File: src/sv/wdcs_mul.sv
// 32x32 multiplier with registered product
module wdcs_mul (
    input  logic        i_clk,
    input  logic [31:0] i_a,
    input  logic [31:0] i_b,
    output logic [63:0] o_p
);
    logic [63:0] r_p;
    always_ff @(posedge i_clk) begin
        r_p <= 64'(i_a) * 64'(i_b);
    end
    assign o_p = r_p;
endmodule

File: config.mk
export PLATFORM = sky130hd
export DESIGN_NAME = wdcs_mul
export DESIGN_NICKNAME = d
export VERILOG_FILES = /design/src/sv/wdcs_mul.sv
export SDC_FILE = /design/constraint.sdc
export NUM_CORES = 2
export LEC_CHECK = 0
export ABC_AREA = 0
export BUFFER_PORTS_ARGS = -buffer_cell sky130_fd_sc_hd__buf_2
export CAP_MARGIN = 20
export CORE_ASPECT_RATIO = 1.25
export CORE_MARGIN = 2
export CORE_UTILIZATION = 66
export CTS_CLUSTER_SIZE = 10
export DETAILED_ROUTE_END_ITERATION = 6
export PLACE_DENSITY = 0.95
export SKIP_CTS_REPAIR_TIMING = 1
export SLEW_MARGIN = 5
export SYNTH_ARGS = -nofsm -noshare
export SYNTH_HDL_FRONTEND = slang
export SYNTH_SLANG_ARGS = --single-unit
File: constraint.sdc
create_clock -name i_clk -period 13.9 [get_ports i_clk]
set_input_delay 4.17 -clock i_clk [delete_from_list [all_inputs] [get_ports i_clk]]
set_output_delay 4.17 -clock i_clk [all_outputs]
set_load 0.01 [all_outputs]
==> qor.txt <==
H-tree lvl count: 3
Relative slew slack: 39.4%
Largest net degree at the start of global routing: 33
Drt wl/cell: 23.1 µm
First-pass GRT wire length: 163 mm
Post-DP HPWL: 78.5 mm
Area Overhead vs Synth: 2.82%
Fin nets: 4895
# fillers: 3354
Antenna violations before repair: 6
Die height: 260 µm
Sequential element share of the synthesized area: 3.69%
Routed wire length: 100 mm
Total track usage: 39.6%
Synth Area in XOR/XNOR: 1.52%
Fin Setup TNS: 0 ns
Syn avg cell area: 9.25 µm²
Distinct cells, synth: 57
Most frequent CP cell: fa_1
Drt initial violations: 2560
Run status: finished clean
Worst slew pin tran: 0.909 ns
Sink Count: 64
Number of remaining DRC errors: 0
Routed vias/inst: 6.23
Compound-gate portion of the synthesized area: 4.15%
Post-synthesis register bit count: 64
Worst Path Max Fanout: 32
Fmax: 82.6 MHz
I/O pin count: 129
Post-Syn Instances: 3748
PortBufs: 128
Number of enable flip-flop cells after synthesis: 0
CP delay by family, top: adder cells
RSZ-0062 raised after global routing: false
CP bufs+invs: 2
Ys flop type: dfxtp_1
DRT antenna net count: 0
Slowest CP cell: fa_1
CP cell instances: buf_2, nand2_1, fa_1, inv_1, fa_1, fa_1, fa_1, fa_1, fa_1, fa_1, fa_1, ha_1, nand4_1, or4_1, or3_1, a31oi_1, a31o_2, a211oi_1, o21ai_1, xor2_1
Setup Viol. Count Final: 0
Largest family of logic cells by synthesized area: adder cells
Minimum clock period after layout: 12.11 ns
Synth warn: 0
Fin crit share: 87.1%
Overall via count from detail_route: 27100
Chip Width: 209 µm
Hold Path Class: in -> reg
CP Launch Type: input pin
CTS Buf Count: 9
Critical Path AT: 12.40 ns
Mux contribution to synthesized area: 0.0289%
Rows: 93
Slew Viols, Final: 0
Overflow after GRT: 0
Vias in the first global route: 31800
Area of the mapped netlist: 0.0347 mm²
Die ar.: 0.0544 mm²
Maximum Capacitance Violations: 0
DR pass1 iterations: 6
Clk buf depth: 2
Asr flop ratio synth: 0%
CP peak stage delay: 0.74 ns
Critical Path RT: 14.20 ns
Adder-cell share of the synthesized area: 61.2%
Layout cell share with drive strength beyond 1: 4.46%
Simple-gate share of the synthesized area: 17.6%
Hold Fails Final Rpt: 0
Critical path type: in -> reg
Max reg flops: 64
Core Area: 0.0518 mm²
Root buf cell: clkbuf_16
Setup crit end kind: flop
Reg clk slew, reported paths: 0.06 ns
Placer Congestion: 0.992
Synthesized Nets: 4972
Starting Density: 67.0%
CTS tree: built
-- Yosys cell counts (4+ instances only) --
library cell	number	area (µm²)
a21o_1	40	300
a21oi_1	63	315
a221o_1	4	40.0
a31oi_1	12	75.1
and2_1	602	3770
and3_1	14	87.6
buf_2	6	30.0
clkbuf_1	213	800
dfxtp_1	64	1280
fa_1	896	17900
ha_1	263	3290
inv_1	865	3250
nand2_1	480	1800
nand3_1	10	50.1
nand4_1	23	144
nor2_1	20	75.1
nor3_1	7	35.0
o21a_1	9	67.6
o21ai_0	21	105
o21ai_1	5	25.0
o21bai_1	10	75.1
xnor2_1	35	307
xor2_1	25	219
-- cells by family (layout without fill, tap and decap cells) --
family | after synthesis | count (layout)
other | 0 | 8
buffers and inverters | 1085 | 1013
adders and majority gates | 1159 | 1159
and+or+nand+nor | 1177 | 1177
DFF | 64 | 64
AOI/OAI and AO/OA | 202 | 202
xor gates and xnor gates | 60 | 60
muxes | 1 | 1
-- metrics by stage --
step                      setup WS, ns  util [%]  area [µm²]  hold WS [ns]  instances
final                             1.79      68.9       35700          4.48       4349
after global routing              1.64      68.8       35600          4.47       4342
after CTS                         2.18      68.8       35600          4.44       4341
after detailed placement          1.81      68.3       35300          4.56       4325
after global placement            2.18      68.3       35300          4.56       4325
after floorplan                   2.98         -       34700          4.30       3748
-- layer usage --
metal	global-route usage (%)	routed length (µm)	up-vias
li1	-	-	10700
met1	38.3	28300	13300
met2	65.6	48900	2108
met3	12.7	10200	966
met4	40.4	12800	8
met5	0.884	105	-
-- path summary, 6_finish.rpt --
kind     from  depth (start not counted)  slack, ns         endpoint
max   i_b[24]                         20       1.79  o_p[62]$_DFF_P_
min    i_a[0]                          2       4.48   o_p[0]$_DFF_P_
-- layout by cell type (no fill, tap or decap), types with 3 or more instances in the layout --
master     count
a211oi_1       3
a21boi_1       3
a21o_1        40
a21oi_1       63
a21oi_2        3
a221o_1        4
a221oi_4       3
a31oi_1       12
and2_1       602
and3_1        14
and4_1         3
buf_2        128
buf_4          4
clkbuf_16      9
clkinv_2       3
dfxtp_1       64
diode_2        8
fa_1         896
ha_1         263
inv_1        865
nand2_1      480
nand3_1       10
nand4_1       23
nor2_1        20
nor3_1         7
o21a_1         9
o21ai_0       21
o21ai_1        5
o21bai_1      10
o221ai_1       3
o31ai_4        3
or2_2          3
or3_1          3
or4_1          3
xnor2_1       35
xor2_1        25
-- final cells by class --
cell class / count / area [µm²] / area share (%)
well taps: 665 / 832 / 2.33
multi-input cells: 2599 / 29300 / 82.2
clock buffers: 10 / 229 / 0.642
inverters: 865 / 3250 / 9.11
repair buffers: 132 / 671 / 1.88
flip-flops and latches: 64 / 1280 / 3.59
diodes: 8 / 20.0 / 0.0561
clock inverters: 6 / 60.1 / 0.168
Power is not shown: default switching activity piles up to over one toggle a cycle in this logic, so the estimate is an artifact.
